--- src/rtl/core/class_filtered_unique_word_collector_assert.svh ---
// Assertion macros used by the word collector RTL.
// Define NO_ASSERTIONS to compile the checks out; depends on i_clk and i_rst_n in scope.
`ifndef CLASS_FILTERED_UNIQUE_WORD_COLLECTOR_ASSERT_SVH
`define CLASS_FILTERED_UNIQUE_WORD_COLLECTOR_ASSERT_SVH

`ifndef NO_ASSERTIONS

// Check that holds outside reset, sampled on the rising clock edge.
`define CFUWC_ASSERT(lbl, prop, msg) \
    lbl: assert property (@(posedge i_clk) disable iff (!i_rst_n) (prop)) else $error(msg);

// Check that also holds while reset is applied.
`define CFUWC_ASSERT_RST(lbl, prop, msg) \
    lbl: assert property (@(posedge i_clk) (prop)) else $error(msg);

`else

`define CFUWC_ASSERT(lbl, prop, msg)
`define CFUWC_ASSERT_RST(lbl, prop, msg)

`endif

`endif

--- src/rtl/core/cfuwc_pkg.sv ---
// Shared constants, types and helpers for the unique word collector.
// Used by the interfaces and every module of the block; depends on nothing.
package cfuwc_pkg;

    // Field widths.
    localparam int CHAR_W     = 8;
    localparam int WORD_BYTES = 8;
    localparam int WORD_W     = CHAR_W * WORD_BYTES;
    localparam int LEN_W      = 4;
    localparam int SLOT_W     = 6;

    // Word and table sizing.
    localparam int MAX_WORD    = 8;
    localparam int TABLE_DEPTH = 64;
    localparam int IDX_W       = (TABLE_DEPTH > 1) ? $clog2(TABLE_DEPTH) : 1;
    localparam int CNT_W       = $clog2(TABLE_DEPTH + 1);

    // Character class maps and configuration register indexes.
    localparam int MAP_W     = 64;
    localparam int NUM_MAPS  = 4;
    localparam int CFG_IDX_W = 3;
    localparam logic [CFG_IDX_W-1:0] CFG_ALLOWED_BASE = 3'd0;
    localparam logic [CFG_IDX_W-1:0] CFG_LETTER_BASE  = 3'd4;

    // Case folding.
    localparam logic [CHAR_W-1:0] CHAR_UPPER_A = 8'h41;
    localparam logic [CHAR_W-1:0] CHAR_UPPER_Z = 8'h5A;
    localparam logic [CHAR_W-1:0] CASE_OFFSET  = 8'h20;

    // Word queue between tokenizer and lookup engine.
    localparam int FIFO_DEPTH = 4;
    localparam int FIFO_PTR_W = $clog2(FIFO_DEPTH);

    // One submitted word: packed bytes (unused bytes zero) and length.
    typedef struct packed {
        logic [WORD_W-1:0] bytes;
        logic [LEN_W-1:0]  len;
    } t_word;

    // One lookup result.
    typedef struct packed {
        logic [WORD_W-1:0] bytes;
        logic [LEN_W-1:0]  len;
        logic              is_new;
        logic [SLOT_W-1:0] slot;
        logic              table_full;
    } t_result;

    // Reports a table index in the slot field width (low bits only).
    function automatic logic [SLOT_W-1:0] to_slot(input logic [IDX_W-1:0] idx);
        logic [IDX_W+SLOT_W-1:0] wide;
        wide = (IDX_W + SLOT_W)'(idx);
        return wide[SLOT_W-1:0];
    endfunction

endpackage

--- src/rtl/core/cfuwc_in_if.sv ---
// Input channel of the word collector: one text byte or line end per transaction.
// Depends on cfuwc_pkg for the field widths.
interface cfuwc_in_if;
    logic                        valid;
    logic                        ready;
    logic [cfuwc_pkg::CHAR_W-1:0] char_code;
    logic                        line_end;

    modport source (output valid, output char_code, output line_end, input ready);
    modport sink   (input valid, input char_code, input line_end, output ready);
endinterface

--- src/rtl/core/cfuwc_front.sv ---
// Tokenizer front end: holds the class maps, folds case, builds words a byte
// at a time and pushes finished words to the queue. Depends on cfuwc_pkg, cfuwc_in_if.
module cfuwc_front (
    input  logic                            i_clk,
    input  logic                            i_rst_n,
    input  logic                            i_cfg_we,
    input  logic [cfuwc_pkg::CFG_IDX_W-1:0] i_cfg_idx,
    input  logic [cfuwc_pkg::MAP_W-1:0]     i_cfg_wdata,
    cfuwc_in_if.sink                        i_item,
    input  logic                            i_q_full,
    output logic                            o_q_push,
    output cfuwc_pkg::t_word                o_q_word
);
    import cfuwc_pkg::*;

    logic [MAP_W-1:0]  r_allowed [NUM_MAPS];
    logic [MAP_W-1:0]  r_letter  [NUM_MAPS];
    logic [CHAR_W-1:0] r_buf     [WORD_BYTES];
    logic [LEN_W-1:0]  r_len;
    logic              r_valid;

    logic              accept;
    logic [CHAR_W-1:0] folded;
    logic              is_allowed;
    logic              is_letter;
    logic              do_append;
    logic              is_sep;

    // Configuration writes into the class maps.
    always_ff @(posedge i_clk) begin
        if (!i_rst_n) begin
            for (int m = 0; m < NUM_MAPS; m++) begin
                r_allowed[m] <= '0;
                r_letter[m]  <= '0;
            end
        end else if (i_cfg_we) begin
            if (i_cfg_idx < CFG_LETTER_BASE) begin
                r_allowed[i_cfg_idx[1:0]] <= i_cfg_wdata;
            end else begin
                r_letter[i_cfg_idx[1:0]] <= i_cfg_wdata;
            end
        end
    end

    // The queue only fills on a separator, but stalling on full keeps it simple.
    assign i_item.ready = !i_q_full;
    assign accept       = i_item.valid && i_item.ready;

    // Fold upper case letters and classify the byte.
    always_comb begin
        folded = i_item.char_code;
        if (i_item.char_code >= CHAR_UPPER_A && i_item.char_code <= CHAR_UPPER_Z) begin
            folded = i_item.char_code + CASE_OFFSET;
        end
    end

    assign is_allowed = r_allowed[folded[7:6]][folded[5:0]];
    assign is_letter  = r_letter[folded[7:6]][folded[5:0]];
    assign do_append  = !i_item.line_end && r_valid && is_allowed;
    assign is_sep     = i_item.line_end || (!(r_valid && is_allowed) && !is_letter);

    // Word state: append, spoil on overlong or letter byte, restart on separator.
    always_ff @(posedge i_clk) begin
        if (!i_rst_n) begin
            r_len   <= '0;
            r_valid <= 1'b1;
        end else if (accept) begin
            if (do_append) begin
                if (r_len < LEN_W'(MAX_WORD)) begin
                    r_len <= r_len + 1'b1;
                end else begin
                    r_valid <= 1'b0;
                    r_len   <= '0;
                end
            end else if (is_sep) begin
                r_valid <= 1'b1;
                r_len   <= '0;
            end else begin
                r_valid <= 1'b0;
                r_len   <= '0;
            end
        end
    end

    // Byte storage for the current word.
    always_ff @(posedge i_clk) begin
        if (accept && do_append && r_len < LEN_W'(MAX_WORD)) begin
            r_buf[r_len[2:0]] <= folded;
        end
    end

    // Pack the word with bytes beyond its length forced to zero.
    always_comb begin
        o_q_word.len = r_len;
        for (int i = 0; i < WORD_BYTES; i++) begin
            o_q_word.bytes[i*CHAR_W +: CHAR_W] =
                (LEN_W'(i) < r_len) ? r_buf[i] : '0;
        end
    end

    assign o_q_push = accept && is_sep && r_valid && (r_len != '0);

endmodule

--- src/flat_wrapper.sv ---
// flat-port wrapper written by rule: the top's interface ports become plain ports
module cfuwc_front_flat import cfuwc_pkg::*;
  (i_clk, i_rst_n, i_cfg_we, i_cfg_idx, i_cfg_wdata, i_q_full, o_q_push, o_q_word, i_item_valid, i_item_char_code, i_item_line_end, i_item_ready);
  cfuwc_in_if i_item_i ();
  input  logic i_clk;
  input  logic i_rst_n;
  input  logic i_cfg_we;
  input  logic [cfuwc_pkg::CFG_IDX_W-1:0] i_cfg_idx;
  input  logic [cfuwc_pkg::MAP_W-1:0] i_cfg_wdata;
  input  logic i_q_full;
  output logic o_q_push;
  output cfuwc_pkg::t_word o_q_word;
  input wire logic [$bits(i_item_i.valid)-1:0] i_item_valid;
  input wire logic [$bits(i_item_i.char_code)-1:0] i_item_char_code;
  input wire logic [$bits(i_item_i.line_end)-1:0] i_item_line_end;
  output wire logic [$bits(i_item_i.ready)-1:0] i_item_ready;
  assign i_item_i.valid = i_item_valid;
  assign i_item_i.char_code = i_item_char_code;
  assign i_item_i.line_end = i_item_line_end;
  assign i_item_ready = i_item_i.ready;
  cfuwc_front u_core (.i_clk(i_clk), .i_rst_n(i_rst_n), .i_cfg_we(i_cfg_we), .i_cfg_idx(i_cfg_idx), .i_cfg_wdata(i_cfg_wdata), .i_item(i_item_i), .i_q_full(i_q_full), .o_q_push(o_q_push), .o_q_word(o_q_word));
endmodule
--- config.mk ---
export PLATFORM = sky130hd
export DESIGN_NAME = cfuwc_front_flat
export DESIGN_NICKNAME = d
export VERILOG_FILES = /design/src/rtl/core/class_filtered_unique_word_collector_assert.svh /design/src/rtl/core/cfuwc_pkg.sv /design/src/rtl/core/cfuwc_in_if.sv /design/src/rtl/core/cfuwc_front.sv /design/src/flat_wrapper.sv
export SDC_FILE = /design/constraint.sdc
export NUM_CORES = 1
export LEC_CHECK = 0
export BUFFER_PORTS_ARGS = -buffer_cell sky130_fd_sc_hd__buf_2
export CAP_MARGIN = 20
export CORE_MARGIN = 5
export CORE_UTILIZATION = 28
export CTS_CLUSTER_DIAMETER = 60
export DETAILED_ROUTE_END_ITERATION = 6
export GPL_TIMING_DRIVEN = 1
export HOLD_SLACK_MARGIN = 0.15
export SLEW_MARGIN = 20
export SYNTH_ARGS = -nofsm -noshare
export SYNTH_HDL_FRONTEND = slang
export SYNTH_SLANG_ARGS = --single-unit
--- constraint.sdc ---
create_clock -name i_clk -period 7.85 [get_ports i_clk]
set_clock_uncertainty 0.05 [all_clocks]
set_input_delay 0.3925 -clock i_clk [delete_from_list [all_inputs] [get_ports i_clk]]
set_output_delay 0.3925 -clock i_clk [all_outputs]
set_load 0.02 [all_outputs]
# Word level (Yosys, flattened, before mapping)
# Memory sizes are Yosys's and may differ from the RTL's.
# Index checks and enable logic that the tools add are counted.
# word_totals
reg_bits	5
latchBits	0
mem_bits_rw	576
mem_bits_ro	0
input_bits	81
word_cells	76
mem_count	3
# op_classes
add_sub_neg	2
mul	0
div_mod_pow	0
order_cmp	13
n_eq_ne	1
n_shift	0
muxes	35
n_bitwise	0
n_reduce_logical	20
# mem_list
memory	words	width	read_ports	rd_ports_with_merged_regs	wr	line	rtl
u_core.r_allowed	4	64	1	0	4	cfuwc_front.sv:16	logic [MAP_W-1:0] r_allowed [NUM_MAPS];
u_core.r_letter	4	64	1	0	4	cfuwc_front.sv:17	logic [MAP_W-1:0] r_letter [NUM_MAPS];
u_core.r_buf	8	8	8	0	1	cfuwc_front.sv:18	logic [CHAR_W-1:0] r_buf [WORD_BYTES];
# op_table
operator	count
64-bit 2-to-1 mux	2
64-bit OR reduction	2
8-bit 2-to-1 mux	9
1-bit 2-to-1 mux	18
3-bit by 4-bit less-than comparator with 1-bit output (first input constant)	4
1-bit binary-select mux with 6-bit select	2
1-bit logical AND	11
8-bit by 6-bit adder with 8-bit output (second input constant)	1
8-bit by 7-bit >= comparator with 1-bit output (second input constant)	1
8-bit by 7-bit <= comparator with 1-bit output (second input constant)	1
1-bit by 4-bit less-than comparator with 1-bit output (first input constant)	2
2-bit by 4-bit less-than comparator with 1-bit output (first input constant)	2
4-bit 2-to-1 mux	2
6-bit by 7-bit less-than comparator with 1-bit output (second input constant)	1
4-bit by 1-bit adder with 4-bit output (second input constant)	1
1-bit zero test	4
4-bit less-than comparator (second input constant)	1
2-bit 2-to-1 mux	2
4-bit nonzero test	1
3-bit less-than comparator (second input constant)	1
2-bit != test (second input constant)	1
2-bit AND reduction	1
1-bit logical OR	1

# Longest topological paths before layout
# An unclocked memory read counts as a cell.
# logic_depth
ltp_word	13
mapped_depth	17
mapped_depth_nobuf	13

# Worst setup path before layout
# Ideal clock, no wire load.
# synth_path
path_kind	input-to-reg
from	in i_cfg_idx[2] (netlist bit)
to	mem u_core.r_allowed[3][0], enable pin
setup_ns	0.574
t_arrival_ns	5.095
setup_slack_ns	2.131
stages	2
cell_sequence	nand2b_1 -> o21ai_0
# synth_lines
element	line	rtl
from (decl)	flat_wrapper.sv:8	input logic [cfuwc_pkg::CFG_IDX_W-1:0] i_cfg_idx;
to (decl)	cfuwc_front.sv:16	

# Worst setup path after layout
# layout_path
from	in i_item_char_code[1]
to	out o_q_push
# layout_between
elab_chain_cells	13
elab_cells_between_ends	19
cone_classes	1 x add/sub; 2 x order compare; 5 x mux; 9 x reduce/logical; 2 x memory
# layout_lines
element	line	rtl
from (decl)	flat_wrapper.sv:14	input wire logic [$bits(i_item_i.char_code)-1:0] i_item_char_code;
8-bit by 7-bit >= comparator with 1-bit output / 8-bit by 7-bit <= comparator with 1-bit output (equally long branches)	cfuwc_front.sv:52	if (i_item.char_code >= CHAR_UPPER_A && i_item.char_code <= CHAR_UPPER_Z) begin
1-bit logical AND	cfuwc_front.sv:52	
8-bit 2-to-1 mux (*)	cfuwc_front.sv:52	
memory 4 x 64 bit	--	
1-bit binary-select mux with 6-bit select	cfuwc_front.sv:57	assign is_allowed = r_allowed[folded[7:6]][folded[5:0]];
1-bit 2-to-1 mux (implied by the code)	cfuwc_front.sv:57	
1-bit logical AND	cfuwc_front.sv:60	assign is_sep = i_item.line_end || (!(r_valid && is_allowed) && !is_letter);
1-bit zero test	cfuwc_front.sv:60	
1-bit logical AND (*)	cfuwc_front.sv:60	
1-bit logical OR (*)	cfuwc_front.sv:60	
1-bit logical AND (*) (3 in a row)	cfuwc_front.sv:101	assign o_q_push = accept && is_sep && r_valid && (r_len != '0);
to (decl)	flat_wrapper.sv:11	output logic o_q_push;
# Every way passes the cells marked *; elsewhere a longest branch is shown, timed or not. The select of a mux whose other input is x is not followed.

==> flow_summary.yaml <==
status:
  outcome: "complete, no violations"
final_layout:
  nets: 2198
  drive_gt1_share_pct: 17.4
  layout_common_cells: "576 x edfxtp_1, 523 x and2_1, 150 x buf_2, 133 x nand2_1, 68 x clkbuf_16"
  final_common_cell: "edfxtp_1"
  area_delta_synth_final_pct: 18.2
  n_fill_cell: 9253
floorplan:
  ioPinCount: 151
  die_y_um: 318
  die_w_um: 318
  core-area_sq_mm: 0.0936
  dieArea_sq_mm: 0.101
  initial_core_util_pct: 28.3
  rows: 112
place:
  place_congestion: 0.878
  hpwl_mm: 50.4
  portBuffers: 150
grt:
  grt_max_degree: 103
  grt_pass1_wl_mm: 123
  antenna_found_initial: 13
  overflow: 0
  track_usage_pct: 16.2
  grt_pass1_vias: 17500
logic_synthesis:
  synth_edf_count: 576
  avgSynthCellArea_sq_um: 13.8
  syn_inst: 1918
  synth_cell_type_count: 83
  synth_warnings: 0
  synth_top_flop_cell: "edfxtp_1"
  yosysSeqAreaShare_pct: 65.7
  syn-num-nets: 2003
  synth_area_sq_mm: 0.0265
  async_reset_ff_share_pct: 0
  synth_seq_cells: 581
clock_tree:
  ctsLongestPathBuffers: 3
  clock_latency_ns: 0.61
  clkTransAtPathRegs_ns: 0.06
  cts-root-buf: "clkbuf_16"
  cts_resized: 0
  cts_made_buffers: 66
  cts_hold_buf: 56
  cts_tree: "done"
  clkSinkCount: 581
  cts_setup_buffers: 0
  h-tree-depth: 3
timing:
  grt_setup_unrepaired: "false"
  finalSetupViolCount: 0
  timing.final.crit_share_pct: 77.1
  hold_viol: 0
  relSlewSlack_pct: 20.5
  slew_violations: 0
  whs_ns: 0.175
  max_slew.worst_pin.slew_ns: 1.18
  timing.fmax_ghz: 0.165
  period_minus_slack_ns: 6.05
  setup_tns_ns: 0
route:
  vias: 17400
  met3_length_mm: 8.06
  ant_nets: 0
  wl_met1_mm: 34.1
  finalWirelength_mm: 84.5
  wl_met2_mm: 39.0
  routed_via_density: 5.09
  drtIter0Drc: 2007
  routed.top_layer: "met5"
  drc: 0
  wl_per_cell_um: 24.7
  dr.pass1.iters: 6
pwr:
  power.total_mw: 7.23
  ir_drop_mv: 0.137
  powerDensity_mw_per_mm2: 231
  power.leakage_nw: 11.2
critical_path:
  cp_num_buf_inv: 4
  setup.worst_path.class: "in2out"
  cp_top_family: "buffers and inverters"
  cpMaxStageDelayCell: "buf_4"
  timing.rr.start: "u_core.r_allowed[3][44]$_DFFE_PP_"
  crit_fanout: 35
  worst_r2r_endpoint: "u_core.r_buf[3][5]$_DFFE_PP_"
  rrSetupSlack_ns: 4.38
  max_stage_delay_ns: 0.64
  cp_cell_sequence: "buf_2 > or2_1 > nor3_4 > nor2_4 > buf_4 > buf_4 > mux4_2 > a22oi_1 > a41oi_1 > o22ai_1 > o31ai_1 > a32oi_1 > o211ai_2 > nor3b_2 > buf_2"
  cp.required_ns: 7.41
  critPathLaunchType: "primary input"
  worstPathArrival_ns: 5.61
  crit_path_end_kind: "primary output"
  reg2regPathDepth: 8
worst_hold_path:
  min_to: "u_core.r_allowed[0][59]$_SDFFCE_PN0P_"
  min_from: "i_cfg_wdata[59]"
  min_path_cells: 2
  min-delay-path-class: "in2reg"
flow_run:
  maxCapViolations: 0
[layer usage]
layer,up-vias,track usage [%]
met1,8817,21.3
met2,903,25.9
li1,7445,-
met3,218,4.42
met5,-,0
met4,10,5.57
[synthesized netlist by cell type (all sizes together) (5+ instances only)]
master	count	area share, %
nand2b	9	0.21
buf	39	0.96
a22o	10	0.33
a211oi	16	0.45
nand3	32	0.65
nand2	133	1.9
nor4	5	0.12
nor2b	64	1.5
o211ai	16	0.51
a21oi	41	0.82
mux2i	58	2.2
and2	524	12
a221o	6	0.23
inv	15	0.21
nand4	11	0.26
edfxtp	576	65
a2111oi	7	0.28
clkbuf	76	1.1
nor2	39	0.64
o22ai	12	0.28
mux4	45	3.8
a31oi	7	0.17
mux2	16	0.68
dfxtp	5	0.38
a221oi	8	0.26
o211a	8	0.30
nor3	13	0.35
o21ai	26	0.49
a22oi	18	0.51
and3	17	0.40
[registers in the layout (all words and copies together) (netlist names)]
name and cells:
u_core.r_allowed 256, u_core.r_letter 256, u_core.r_buf 64, u_core.r_len 4, u_core.r_valid 1
[stage by stage]
stage | util, % | area, sq um | setup slack, ns | cells
after floorplan | - | 26500 | 2.13 | 1918
after global placement | 30.6 | 28700 | 1.98 | 3242
after detailed placement | 30.7 | 28700 | 2.00 | 3242
after CTS | 33.4 | 31300 | 1.97 | 3411
after global routing | 33.5 | 31300 | 1.56 | 3413
final | 33.5 | 31300 | 1.80 | 3419
[worst register-to-register path: stages (launching register included)]
cell      delay (ns)
edfxtp_1        0.33
mux2i_1         0.12
mux4_2          0.52
o22ai_1         0.41
o32ai_1         0.20
o311ai_4        0.44
nand3_4         0.19
nor2_1          0.18
nor4b_2         0.67
[power by group]
part           internal, mW  total (mW)  switching (mW)
combinational         0.211       0.647           0.436
sequential             3.60        3.65          0.0505
clock                  1.69        2.93            1.23
total                  5.51        7.23            1.72
[worst max path at each step]
stage / endpoint / startpoint / slack (ns) / cells after the start
CTS: o_q_push / i_item_char_code[0] / 1.97 / 15
global route: o_q_push / i_item_char_code[1] / 1.56 / 15
detailed placement: o_q_push / i_item_char_code[0] / 2.00 / 15
finish: o_q_push / i_item_char_code[1] / 1.80 / 15
global placement: o_q_push / i_item_char_code[1] / 1.98 / 15
floorplan: u_core.r_allowed[3][0]$_DFFE_PP_ / i_cfg_idx[2] / 2.13 / 2
[layout make-up]
class	instances	area (sq um)	share of cell area, %
Inverter	15	63.8	0.204
Timing Repair Buffer	242	1610	5.15
Tap cell	1254	1570	5.01
Clock inverter	23	206	0.659
Sequential cell	581	17400	55.5
Clock buffer	90	1810	5.79
Multi-Input combinational cell	1207	8650	27.6
Antenna cell	7	17.5	0.0559
[cell families after synthesis]
group / after synthesis / synth area share [%]
compound gates: 221 / 6.22
fa+ha+maj: 4 / 0.189
buf+inv: 130 / 2.25
flops: 581 / 65.7
mux: 119 / 6.70
simple gates: 863 / 19.0
No activity file was read; power rests on OpenSTA's default activity.
