===== src/rtl/core/class_filtered_unique_word_collector_assert.svh =====
// Assertion macros used by the word collector RTL.
// Define NO_ASSERTIONS to compile the checks out; depends on i_clk and i_rst_n in scope.
`ifndef CLASS_FILTERED_UNIQUE_WORD_COLLECTOR_ASSERT_SVH
`define CLASS_FILTERED_UNIQUE_WORD_COLLECTOR_ASSERT_SVH

`ifndef NO_ASSERTIONS

// Check that holds outside reset, sampled on the rising clock edge.
`define CFUWC_ASSERT(lbl, prop, msg) \
    lbl: assert property (@(posedge i_clk) disable iff (!i_rst_n) (prop)) else $error(msg);

// Check that also holds while reset is applied.
`define CFUWC_ASSERT_RST(lbl, prop, msg) \
    lbl: assert property (@(posedge i_clk) (prop)) else $error(msg);

`else

`define CFUWC_ASSERT(lbl, prop, msg)
`define CFUWC_ASSERT_RST(lbl, prop, msg)

`endif

`endif


===== src/rtl/core/cfuwc_pkg.sv =====
// Shared constants, types and helpers for the unique word collector.
// Used by the interfaces and every module of the block; depends on nothing.
package cfuwc_pkg;

    // Field widths.
    localparam int CHAR_W     = 8;
    localparam int WORD_BYTES = 8;
    localparam int WORD_W     = CHAR_W * WORD_BYTES;
    localparam int LEN_W      = 4;
    localparam int SLOT_W     = 6;

    // Word and table sizing.
    localparam int MAX_WORD    = 8;
    localparam int TABLE_DEPTH = 64;
    localparam int IDX_W       = (TABLE_DEPTH > 1) ? $clog2(TABLE_DEPTH) : 1;
    localparam int CNT_W       = $clog2(TABLE_DEPTH + 1);

    // Character class maps and configuration register indexes.
    localparam int MAP_W     = 64;
    localparam int NUM_MAPS  = 4;
    localparam int CFG_IDX_W = 3;
    localparam logic [CFG_IDX_W-1:0] CFG_ALLOWED_BASE = 3'd0;
    localparam logic [CFG_IDX_W-1:0] CFG_LETTER_BASE  = 3'd4;

    // Case folding.
    localparam logic [CHAR_W-1:0] CHAR_UPPER_A = 8'h41;
    localparam logic [CHAR_W-1:0] CHAR_UPPER_Z = 8'h5A;
    localparam logic [CHAR_W-1:0] CASE_OFFSET  = 8'h20;

    // Word queue between tokenizer and lookup engine.
    localparam int FIFO_DEPTH = 4;
    localparam int FIFO_PTR_W = $clog2(FIFO_DEPTH);

    // One submitted word: packed bytes (unused bytes zero) and length.
    typedef struct packed {
        logic [WORD_W-1:0] bytes;
        logic [LEN_W-1:0]  len;
    } t_word;

    // One lookup result.
    typedef struct packed {
        logic [WORD_W-1:0] bytes;
        logic [LEN_W-1:0]  len;
        logic              is_new;
        logic [SLOT_W-1:0] slot;
        logic              table_full;
    } t_result;

    // Reports a table index in the slot field width (low bits only).
    function automatic logic [SLOT_W-1:0] to_slot(input logic [IDX_W-1:0] idx);
        logic [IDX_W+SLOT_W-1:0] wide;
        wide = (IDX_W + SLOT_W)'(idx);
        return wide[SLOT_W-1:0];
    endfunction

endpackage


===== src/rtl/core/cfuwc_fifo.sv =====
// Short word queue that decouples the tokenizer from the table lookup.
// Depends on cfuwc_pkg for the word type and depth.
module cfuwc_fifo (
    input  logic             i_clk,
    input  logic             i_rst_n,
    input  logic             i_push,
    input  cfuwc_pkg::t_word i_word,
    input  logic             i_pop,
    output cfuwc_pkg::t_word o_word,
    output logic             o_full,
    output logic             o_empty
);
    import cfuwc_pkg::*;

    t_word                 r_mem [FIFO_DEPTH];
    logic [FIFO_PTR_W-1:0] r_wr;
    logic [FIFO_PTR_W-1:0] r_rd;
    logic [FIFO_PTR_W:0]   r_cnt;

    assign o_full  = (r_cnt == (FIFO_PTR_W + 1)'(FIFO_DEPTH));
    assign o_empty = (r_cnt == '0);
    assign o_word  = r_mem[r_rd];

    // Pointer and occupancy bookkeeping.
    always_ff @(posedge i_clk) begin
        if (!i_rst_n) begin
            r_wr  <= '0;
            r_rd  <= '0;
            r_cnt <= '0;
        end else begin
            if (i_push) begin
                r_wr <= r_wr + 1'b1;
            end
            if (i_pop) begin
                r_rd <= r_rd + 1'b1;
            end
            if (i_push && !i_pop) begin
                r_cnt <= r_cnt + 1'b1;
            end else if (i_pop && !i_push) begin
                r_cnt <= r_cnt - 1'b1;
            end
        end
    end

    // Entry storage.
    always_ff @(posedge i_clk) begin
        if (i_push) begin
            r_mem[r_wr] <= i_word;
        end
    end

endmodule


===== config.mk =====
export PLATFORM = sky130hd
export DESIGN_NAME = cfuwc_fifo
export DESIGN_NICKNAME = d
export VERILOG_FILES = /design/src/rtl/core/class_filtered_unique_word_collector_assert.svh /design/src/rtl/core/cfuwc_pkg.sv /design/src/rtl/core/cfuwc_fifo.sv
export SDC_FILE = /design/constraint.sdc
export NUM_CORES = 1
export LEC_CHECK = 0
export BUFFER_PORTS_ARGS = -buffer_cell sky130_fd_sc_hd__buf_2
export CAP_MARGIN = 20
export CORE_MARGIN = 2
export CORE_UTILIZATION = 35
export DETAILED_ROUTE_END_ITERATION = 8
export PLACE_DENSITY = 0.56
export SLEW_MARGIN = 15
export SYNTH_ARGS = -nofsm -noshare
export SYNTH_HDL_FRONTEND = slang
export SYNTH_SLANG_ARGS = --single-unit
export TNS_END_PERCENT = 20

===== constraint.sdc =====
create_clock -name i_clk -period 5.17 [get_ports i_clk]
set_clock_uncertainty 0.05 [all_clocks]
set_input_delay 0.517 -clock i_clk [delete_from_list [all_inputs] [get_ports i_clk]]
set_output_delay 0.517 -clock i_clk [all_outputs]
set_load 0.03 [all_outputs]

# ---- Yosys cells after proc, flatten, opt, wreduce, memory -nomap -nowiden
# Memories as Yosys holds them, arrays and structs flattened. A register that Yosys moved wholly into a read port is not among the register bits.
# Index checks and enable logic that the tools add are counted.
# W data, S select, Z words.
dict set report totals {
  ram_bits 272
  register_bits 7
  n_memories 1
  in_bits 72
  elab_cells 21
  out_inout_bits 70
}
# memory words width rd rd_ports_with_merged_regs wr line
set mem_list {}
lappend mem_list {r_mem 4 68 1 1 1 cfuwc_fifo.sv:15} ;# t_word r_mem [FIFO_DEPTH];
dict set report classes {
  eq_ne 1
  add_sub_neg 4
  mux 6
  n_reduce_logical 6
}
# op count
set op_table {}
lappend op_table {{$mux W3} 2}
lappend op_table {{$add A2 B1 Y2 const B} 2}
lappend op_table {{$mux W2} 2}
lappend op_table {{$add A3 B1 Y3 const B} 1}
lappend op_table {{$eq A3 B3 Y1 const B} 1}
lappend op_table {{$logic_not A3 Y1} 1}
lappend op_table {{$sub A3 B1 Y3 const B} 1}
lappend op_table {{$logic_and A1 B1 Y1} 2}
lappend op_table {{$logic_not A1 Y1} 2}
lappend op_table {{$mux W1} 2}
lappend op_table {{$reduce_bool A2 Y1} 1}

# ---- Depth between registers and ports, before layout
# Gate-level depths: netlist (run 1).
dict set report logic_depth {
  word_depth 4
  mapped_depth 7
  ltp_nobuf 7
}

# ---- Least setup slack after synthesis (run 1)
# Ideal clock, no wire load.
dict set report synth_timing {
  path_kind {register to register}
  startpoint {register r_wr[0]}
  endpoint {memory r_mem[0][0] (netlist bit), enable pin}
  n_path_buf 0
  arrival_time_ns 2.136
  setup_time_ns 0.433
  synth_period_minus_slack_ns 2.619
  t_required_ns 4.687
  path_stages_with_launch 4
  path_slack_ns 2.551
  path_cell_list {dfxtp_1 inv_1 ha_1 and2_1}
}
# element line
set synth_rtl {}
lappend synth_rtl {{start, declared} cfuwc_fifo.sv:16} ;# logic [FIFO_PTR_W-1:0] r_wr;
lappend synth_rtl {{start signal, assigned} cfuwc_fifo.sv:32} ;# r_wr <= r_wr + 1'b1;
lappend synth_rtl {{end, declared} cfuwc_fifo.sv:15}
# Straight into the memory's write port.

==> results of run 1 <==
## sequential cells by signal (all words and copies together) (netlist names), named ones only
register and count:
r_rd 2, r_cnt 3, r_mem 272, r_wr 2
## synthesized netlist by cell type, drive strengths merged
library cell,number
edfxtp,272
buf,12
clkbuf,4
and2,9
or3,1
inv,4
nor2b,2
ha,5
xor2,3
nor3b,1
a21boi,1
xnor2,2
nor3,1
dfxtp,9
fa,1
nand2,1
mux2i,2
mux4,68
o21ai,1
## cells in the final DEF (no fill, tap or decap), types with 2 or more instances in the layout
cell type / instances
and2_1: 5
and2_4: 4
buf_12: 2
buf_2: 141
buf_4: 4
clkbuf_1: 12
clkbuf_16: 31
clkbuf_8: 2
clkinv_1: 5
clkinv_2: 3
clkinvlp_4: 2
dfxtp_1: 7
dfxtp_4: 2
edfxtp_1: 272
ha_1: 5
inv_1: 4
mux2i_1: 2
mux4_2: 68
nor2b_1: 2
xnor2_1: 2
xor2_1: 3
## final timing paths
| path | startpoint | to | slack, ps | cells past startpoint |
|---|---|---|---|---|
| worst min register to register | r_cnt[2]$_SDFFE_PN0P_ | r_cnt[2]$_SDFFE_PN0P_ | 460 | 2 |
| worst min-delay path | i_word[9] | r_mem[1][9]$_DFFE_PP_ | 140 | 1 |
| worst max register to register | r_wr[0]$_SDFFE_PN0P_ | r_mem[1][38]$_DFFE_PP_ | 3030 | 3 |
| worst max-delay path | flip-flop | o_word[44] | 2120 | 3 |
## routing by layer
| metal | GRT usage, % | vias to the layer above |
|---|---|---|
| met3 | 3.182 | 30 |
| li1 | - | 2029 |
| met1 | 15.47 | 2365 |
| met5 | 0 | - |
| met4 | 3.229 | 0 |
| met2 | 21.39 | 127 |
## stage by stage
step           hold slack, ps  total power, uW
6_report                143.5             5164
5_1_grt                 117.5             5376
4_1_cts                 108.1             5255
3_5_place_dp            451.1             3313
3_3_place_gp            434.5             3297
2_1_floorplan           422.4             3123
## area by class of cell
class | count | area share (%)
Sequential cell | 281 | 67.83
Multi-Input combinational cell | 98 | 14.55
Clock buffer | 45 | 6.887
Timing Repair Buffer | 147 | 6.298
Tap cell | 384 | 3.900
Clock inverter | 10 | 0.3961
Inverter | 4 | 0.1219
Antenna cell | 1 | 0.02031
## cell families (layout without fill, tap and decap cells)
logic type | after synthesis | after routing | synth area share (%)
fa+ha+maj | 6 | 6 | 0.8032
other cells | 0 | 1 | 0
xor+xnor | 5 | 5 | 0.4260
compound gates | 2 | 2 | 0.1217
buf+inv | 20 | 206 | 1.473
simple gates | 15 | 15 | 0.8883
mux | 70 | 70 | 15.09
flops | 281 | 281 | 81.20
## power by group
group | switching (uW) | internal, uW | total (uW)
Clock | 791 | 1120 | 1910
Combinational | 362 | 219 | 580
Sequential | 53.5 | 2620 | 2670
==> impl_metrics.json, run 1 <==
{
  "design.core.area_sq_um": 28780,
  "max_stage_delay_ps": 610,
  "gp_congestion": 0.6836,
  "netlist_area_sq_um": 10280,
  "die_area_sq_um": 30760,
  "fin_crit_ps": 3051,
  "die_h_um": 175.4,
  "ys_ff_latch": 281,
  "grt_overflow": 0,
  "final_max_slew_viol_count": 0,
  "fin_tns_setup_ps": 0,
  "seq_area_frac_synth_pct": 81.20,
  "end_kind": "output port",
  "setup-violations-final": 0,
  "wl_met1_um": 7791,
  "nNetsFinal": 640,
  "cp_cell_sequence": "buf_4, mux4_2, buf_2",
  "clkLatencyLatePin_ps": 530,
  "syn_area_per_cell_sq_um": 25.77,
  "start_util_pct": 35.72,
  "rows": 62,
  "path_clk_slew_ps": 60,
  "leakagePower_uw": 0.004104,
  "dr.first_iter.drc_count": 329,
  "netlist_instances": 399,
  "first_pass_iters": 6,
  "seqCellArea_sq_um": 8356,
  "ys_warn_count": 0,
  "irDropWorstVdd_mv": 0.2862,
  "fin_ws_ps": 2119,
  "drcViolationCount": 0,
  "cts_hold_buf": 0,
  "final_util_pct": 42.80,
  "critPathBufInv": 2,
  "grt_usage_pct": 12.35,
  "power-per-cell-area_nw_per_um2": 419.2,
  "cp-start-kind": "flip-flop",
  "final_antenna_net_count": 0,
  "routed_wl_um": 18710,
  "grt_pass1_vias": 5159,
  "instances_no_fill": 970,
  "fin_crit_sh_pct": 59.01,
  "place_ws_ps": 2582,
  "place_area_sq_um": 11380,
  "rsz0062_at_grt": "false",
  "finalHoldViolCount": 0,
  "synth_cell_type_count": 22,
  "cp.arrival_ps": 2480,
  "drive_gt1_share_pct": 44.27,
  "required_ps": 4600,
  "dpl.cell_count": 912,
  "vias_per_cell": 4.692,
  "area_delta_synth_final_pct": 19.81,
  "post_cts_buffers": 0,
  "ios": 142,
  "highest_layer": "met4",
  "antenna_found_initial": 1,
  "worst_slew_pin_slew_ps": 1056,
  "slew_headroom_pct": 29.62,
  "htree_levels": 1,
  "design_area_sq_um": 12320,
  "synth_area_leader_cell": "edfxtp_1",
  "post_cts_resized": 0,
  "clock_sinks": 281,
  "cts_root_buffer": "clkbuf_16",
  "grt_pass1_wl_um": 29280,
  "critical_path_class": "flip-flop to output port",
  "num_vias": 4551,
  "syn-num-nets": 477,
  "cts_buffers": 30,
  "dp_hpwl_um": 10870,
  "post_drt_wl_per_cell_um": 19.29,
  "cp_top_family": "buffers and inverters",
  "die_x_um": 175.4,
  "cap_viol_max_count": 0,
  "synth_top_area_share_pct": 79.45,
  "multi_input_area_sq_um": 1792,
  "clock_tree.buffer_depth": 3,
  "crit_fanout": 27,
  "clock.fmax_mhz": 327.8,
  "met2_length_um": 9346,
  "slowest_stage": "mux4_2",
  "synthTopCellsByArea": "edfxtp_1 (79%), mux4_2 (15%), dfxtp_1 (1.8%)",
  "wl_met3_um": 1221,
  "io_buffer_count": 141,
  "cts_tree": "done",
  "num-fill-cells": 2508,
  "hp-class": "input pin to flip-flop",
  "status": "complete, no violations",
  "grt_start_max_net_pins": 69
}
(Power assumes the default switching activity.)
==> run 2, diff against run 1 <==
==> constraint.sdc (replaced) <==
create_clock -name i_clk -period 3.2 [get_ports i_clk]
set_clock_uncertainty 0.05 [all_clocks]
set_input_delay 0.32 -clock i_clk [delete_from_list [all_inputs] [get_ports i_clk]]
set_output_delay 0.32 -clock i_clk [all_outputs]
set_load 0.03 [all_outputs]
==> run 2 against run 1 <==
Register-to-register slack worse by 1600 ps. Design area is 6.6% higher. Sequential power is 61% higher. Die area stayed put. Flip-flop and latch count stayed put. Worst setup slack worse by 1600 ps. Sequential share of layout area is 4.2 points lower. Power is 68% higher.
==> impl_metrics.json, run 2 (synthesis results as in run 1) <==
{
  "post_drt_wl_per_cell_um": 18.66,
  "irDropWorstVdd_mv": 0.3191,
  "dr.first_iter.drc_count": 258,
  "die_h_um": 175.4,
  "io_buffer_count": 141,
  "leakagePower_uw": 0.004467,
  "reg2reg_from": "r_wr[0]$_SDFFE_PN0P_",
  "whs_ps": 34.44,
  "path_clk_slew_ps": 60,
  "dp_hpwl_um": 11460,
  "fin_tns_setup_ps": 0,
  "top_register": "r_mem",
  "htree_levels": 1,
  "required_ps": 2830,
  "slew_headroom_pct": 51.19,
  "rows": 62,
  "final_antenna_net_count": 0,
  "power-per-cell-area_nw_per_um2": 661.2,
  "antenna_found_initial": 0,
  "first_pass_iters": 4,
  "cap_viol_max_count": 0,
  "final_common_cell": "edfxtp_1",
  "cp-start-kind": "flip-flop",
  "drive_gt1_share_pct": 40.94,
  "status": "complete, no violations",
  "hold_depth": 2,
  "clkLatencyLatePin_ps": 540,
  "grt_start_max_net_pins": 69,
  "die_x_um": 175.4,
  "final_max_slew_viol_count": 0,
  "num-fill-cells": 2457,
  "grt_overflow": 0,
  "critical_path_class": "flip-flop to output port",
  "crit_fanout": 46,
  "design_area_sq_um": 13130,
  "fin_crit_sh_pct": 83.90,
  "num_vias": 4867,
  "die_area_sq_um": 30760,
  "design.core.area_sq_um": 28780,
  "final_cell_mix": "edfxtp_1 (272), buf_2 (141), mux4_2 (68), dlygate4sd3_1 (68), clkbuf_16 (31)",
  "hp-class": "input pin to flip-flop",
  "place_area_sq_um": 11480,
  "min_from": "i_rst_n",
  "cts_buffers": 30,
  "grt_pass1_vias": 5432,
  "dpl.cell_count": 917,
  "grt_pass1_wl_um": 30150,
  "area_delta_synth_final_pct": 27.70,
  "rsz0062_at_grt": "false",
  "drcViolationCount": 0,
  "gp_congestion": 0.6818,
  "cts_root_buffer": "clkbuf_16",
  "routed_wl_um": 19430,
  "worst_slew_pin_slew_ps": 732.1,
  "clock.fmax_mhz": 372.5,
  "fin_crit_ps": 2685,
  "nNetsFinal": 711,
  "cts_tree": "done",
  "end_kind": "output port",
  "vias_per_cell": 4.675,
  "largest_reg_flops": 272,
  "timing.rr.end": "r_mem[3][20]$_DFFE_PP_",
  "rr_worst_depth": 3,
  "finalHoldViolCount": 0,
  "finalPower_uw": 8681,
  "clock_sinks": 281,
  "reg_top3": "r_mem (272), r_cnt (3)",
  "antenna_cells": 0,
  "setup-violations-final": 0,
  "instances_no_fill": 1041,
  "clock_tree.buffer_depth": 3,
  "ios": 142,
  "grt_usage_pct": 12.65,
  "regToRegSetupSlack_ps": 1390,
  "post_cts_resized": 0,
  "cp.arrival_ps": 2310,
  "start_util_pct": 35.72,
  "whs_endpoint": "r_cnt[0]$_SDFFE_PN0P_"
}
==> run 2: routing by layer <==
metal | track usage (%) | vias up | share of wire [%]
met1 | 16.31 | 2548 | 43
met2 | 21.72 | 118 | 50
met4 | 3.229 | 0 | 1.7
met3 | 2.879 | 27 | 5.6
met5 | 0 | - | 0
li1 | - | 2174 | -
==> run 2: worst max path at each step <==
stage | to | slack [ps] | depth (start not counted)
2_1_floorplan | r_mem[0][0]$_DFFE_PP_ | 580 | 3
3_3_place_gp | o_word[32] | 1040 | 3
3_5_place_dp | o_word[32] | 1010 | 3
4_1_cts | o_word[32] | 410 | 3
5_1_grt | o_word[32] | 360 | 3
6_report | o_word[32] | 520 | 3
==> run 2: through the flow <==
step / worst slack, ps / utilization (%)
2_1_floorplan: 581.1 / -
4_1_cts: 414.9 / 45.62
6_report: 515.3 / 45.62
3_3_place_gp: 1036 / 39.88
3_5_place_dp: 1008 / 39.88
5_1_grt: 363.3 / 45.62
==> run 2: critical path: stages, from the launching register on <==
cell and delay, ps:
dfxtp_4 830, buf_4 360, mux4_2 380, buf_2 200
==> run 2: where the power goes <==
| group | internal, uW | leakage [uW] | switching, uW |
|---|---|---|---|
| clock network | 2000 | 0.000484 | 1340 |
| registers | 4230 | 0.00257 | 80.7 |
| logic | 420 | 0.00141 | 610 |
==> run 2: cell type report <==
cell class,count,area (sq um),share of cell area [%]
repair buffers,218,1516,11.55
clock buffers,36,794.5,6.052
flip-flops and latches,281,8356,63.64
well taps,384,480.5,3.660
inverters,4,15.01,0.1144
multi-input cells,98,1792,13.65
clock inverters,20,175.2,1.334
==> run 2: timing repair <==
item / in CTS / in global routing
hold buffers: 68 / 0
endpoints found under the setup margin: 0 / 0
endpoints found under the hold margin: 272 / 0
buffers inserted: 0 / 0
==> run 3, diff against run 2 <==
==> constraint.sdc (replaced) <==
create_clock -name i_clk -period 2.5 [get_ports i_clk]
set_clock_uncertainty 0.05 [all_clocks]
set_input_delay 0.25 -clock i_clk [delete_from_list [all_inputs] [get_ports i_clk]]
set_output_delay 0.25 -clock i_clk [all_outputs]
set_load 0.03 [all_outputs]
==> run 3 against run 2 <==
Worst hold slack improved by 18 ps. Routed wire length rose by 5.5%. Final cell count barely moved. Largest cell class unchanged. Design area fell by 0.20%. Power rose by 24%. Global-route usage rose by 0.70 points. Register-to-register slack got worse by 690 ps. Flip-flop and latch count did not move. Non-clock buffer count rose by 7. Combinational power rose by 35%. Clock-buffer cell count rose by 1. Via count rose by 0.70%.
==> impl_metrics.json, run 3 (synthesis results as in run 1) <==
{
  "top_register": "r_mem",
  "slew_headroom_pct": 61.25,
  "status": "complete, no violations",
  "clock.fmax_mhz": 416.5,
  "start_util_pct": 35.72,
  "worst_slew_pin_slew_ps": 581.2,
  "die_area_sq_um": 30760,
  "clock_sinks": 281,
  "setup-violations-final": 0,
  "rows": 62,
  "grt_overflow": 0,
  "grt_usage_pct": 13.35,
  "fin_crit_ps": 2401,
  "first_pass_iters": 4,
  "nNetsFinal": 717,
  "clock_tree.buffer_depth": 3,
  "drcViolationCount": 0,
  "instances_no_fill": 1042,
  "cap_viol_max_count": 0,
  "path_clk_slew_ps": 60,
  "reg_top3": "r_mem (272), r_cnt (3)",
  "cts_buffers": 29,
  "routed_wl_um": 20490,
  "rsz0062_at_grt": "true",
  "drive_gt1_share_pct": 40.12,
  "final_antenna_net_count": 0,
  "post_drt_wl_per_cell_um": 19.66,
  "dr.first_iter.drc_count": 240,
  "place_ws_ps": 602.5,
  "critical_path_class": "flip-flop to output port",
  "cts_root_buffer": "clkbuf_16",
  "irDropWorstVdd_mv": 0.5944,
  "power-per-cell-area_nw_per_um2": 818.5,
  "die_x_um": 175.4,
  "crit_fanout": 30,
  "io_buffer_count": 141,
  "gp_congestion": 0.6910,
  "largest_reg_flops": 272,
  "fin_crit_sh_pct": 96.04,
  "grt_pass1_wl_um": 31280,
  "cts_tree": "done",
  "wl_met3_um": 1139,
  "clkLatencyLatePin_ps": 530,
  "final_cell_mix": "edfxtp_1 (272), buf_2 (140), dlygate4sd3_1 (69)",
  "whs_ps": 52.01,
  "antenna_found_initial": 1,
  "cp_top_family": "multiplexers",
  "met2_length_um": 10000,
  "area_delta_synth_final_pct": 27.44,
  "grt_start_max_net_pins": 41,
  "required_ps": 2200,
  "dp_hpwl_um": 12240,
  "max_stage_delay_ps": 570,
  "slowest_stage": "mux4_2",
  "vias_per_cell": 4.703,
  "cp_cell_sequence": "buf_12, mux4_2, buf_2",
  "grt_pass1_vias": 5422,
  "antenna_cells": 0,
  "wl_met1_um": 8870,
  "cp-start-kind": "flip-flop",
  "leakagePower_uw": 0.004435,
  "die_h_um": 175.4,
  "cp.arrival_ps": 2100,
  "fin_ws_ps": 98.89,
  "design_area_sq_um": 13100,
  "design.core.area_sq_um": 28780,
  "final_max_slew_viol_count": 0,
  "final_common_cell": "edfxtp_1",
  "hp-class": "input pin to flip-flop",
  "post_cts_buffers": 0,
  "end_kind": "output port",
  "dpl.cell_count": 923,
  "finalHoldViolCount": 0,
  "place_area_sq_um": 11560,
  "htree_levels": 1,
  "num_vias": 4901,
  "ios": 142,
  "highest_layer": "met5",
  "critPathBufInv": 2
}
## run 3: cell count changes in the layout (fill, tap and decap cells not counted), moves of 2 or more
cell,change
clkbuf_1,+3
clkbuf_16,-2
clkinvlp_4,+2
clkinv_2,-7
buf_12,+2
clkinv_1,+2
bufinv_16,-2
buf_4,+3
## run 3: metrics by stage
stage,setup TNS [ps],util [%],power (uW)
after floorplan,-21730,-,6455
after global placement,0,40.17,6870
after global routing,-320.0,45.53,11120
after detailed placement,0,40.17,6905
after CTS,0,45.49,10860
final,0,45.53,10720
## run 3: path summary, 6_finish.rpt
kind | from | to | slack (ps) | cells past startpoint
min reg2reg | r_cnt[2]$_SDFFE_PN0P_ | r_cnt[2]$_SDFFE_PN0P_ | 480 | 2
min | i_pop | flip-flop | 50 | 3
max reg2reg | r_wr[0]$_SDFFE_PN0P_ | r_mem[0][66]$_DFFE_PP_ | 700 | 4
max | flip-flop | o_word[64] | 100 | 3
## run 3: area by class of cell
| type | instances | area [sq um] |
|---|---|---|
| Clock inverter | 13 | 85.08 |
| Sequential cell | 281 | 8356 |
| Fill cell | 2463 | 15680 |
| Timing Repair Buffer | 225 | 1619 |
| Multi-Input combinational cell | 98 | 1792 |
| Tap cell | 384 | 480.5 |
| Clock buffer | 37 | 755.7 |
| Inverter | 4 | 15.01 |
## run 3: repair_timing
action | CTS | global route
hold endpoints to repair | 279 | 0
hold buffers | 69 | 0
setup endpoints to repair | 0 | 30
resized for setup | 0 | 2
## run 3: where the power goes
group / switching [uW] / internal (uW)
logic: 833 / 558
clock network: 1650 / 2210
registers: 66.7 / 5410
total: 2550 / 8170
## run 3: worst min-delay path, stage by stage
cell and delay [ps]:
buf_2 120, xor2_1 80, and2_1 150
## run 3: layer usage
layer	up-vias	global-route usage, %
met1	2567	17.48
met3	37	3.095
met2	116	22.65
met5	-	0
li1	2179	-
met4	2	3.194
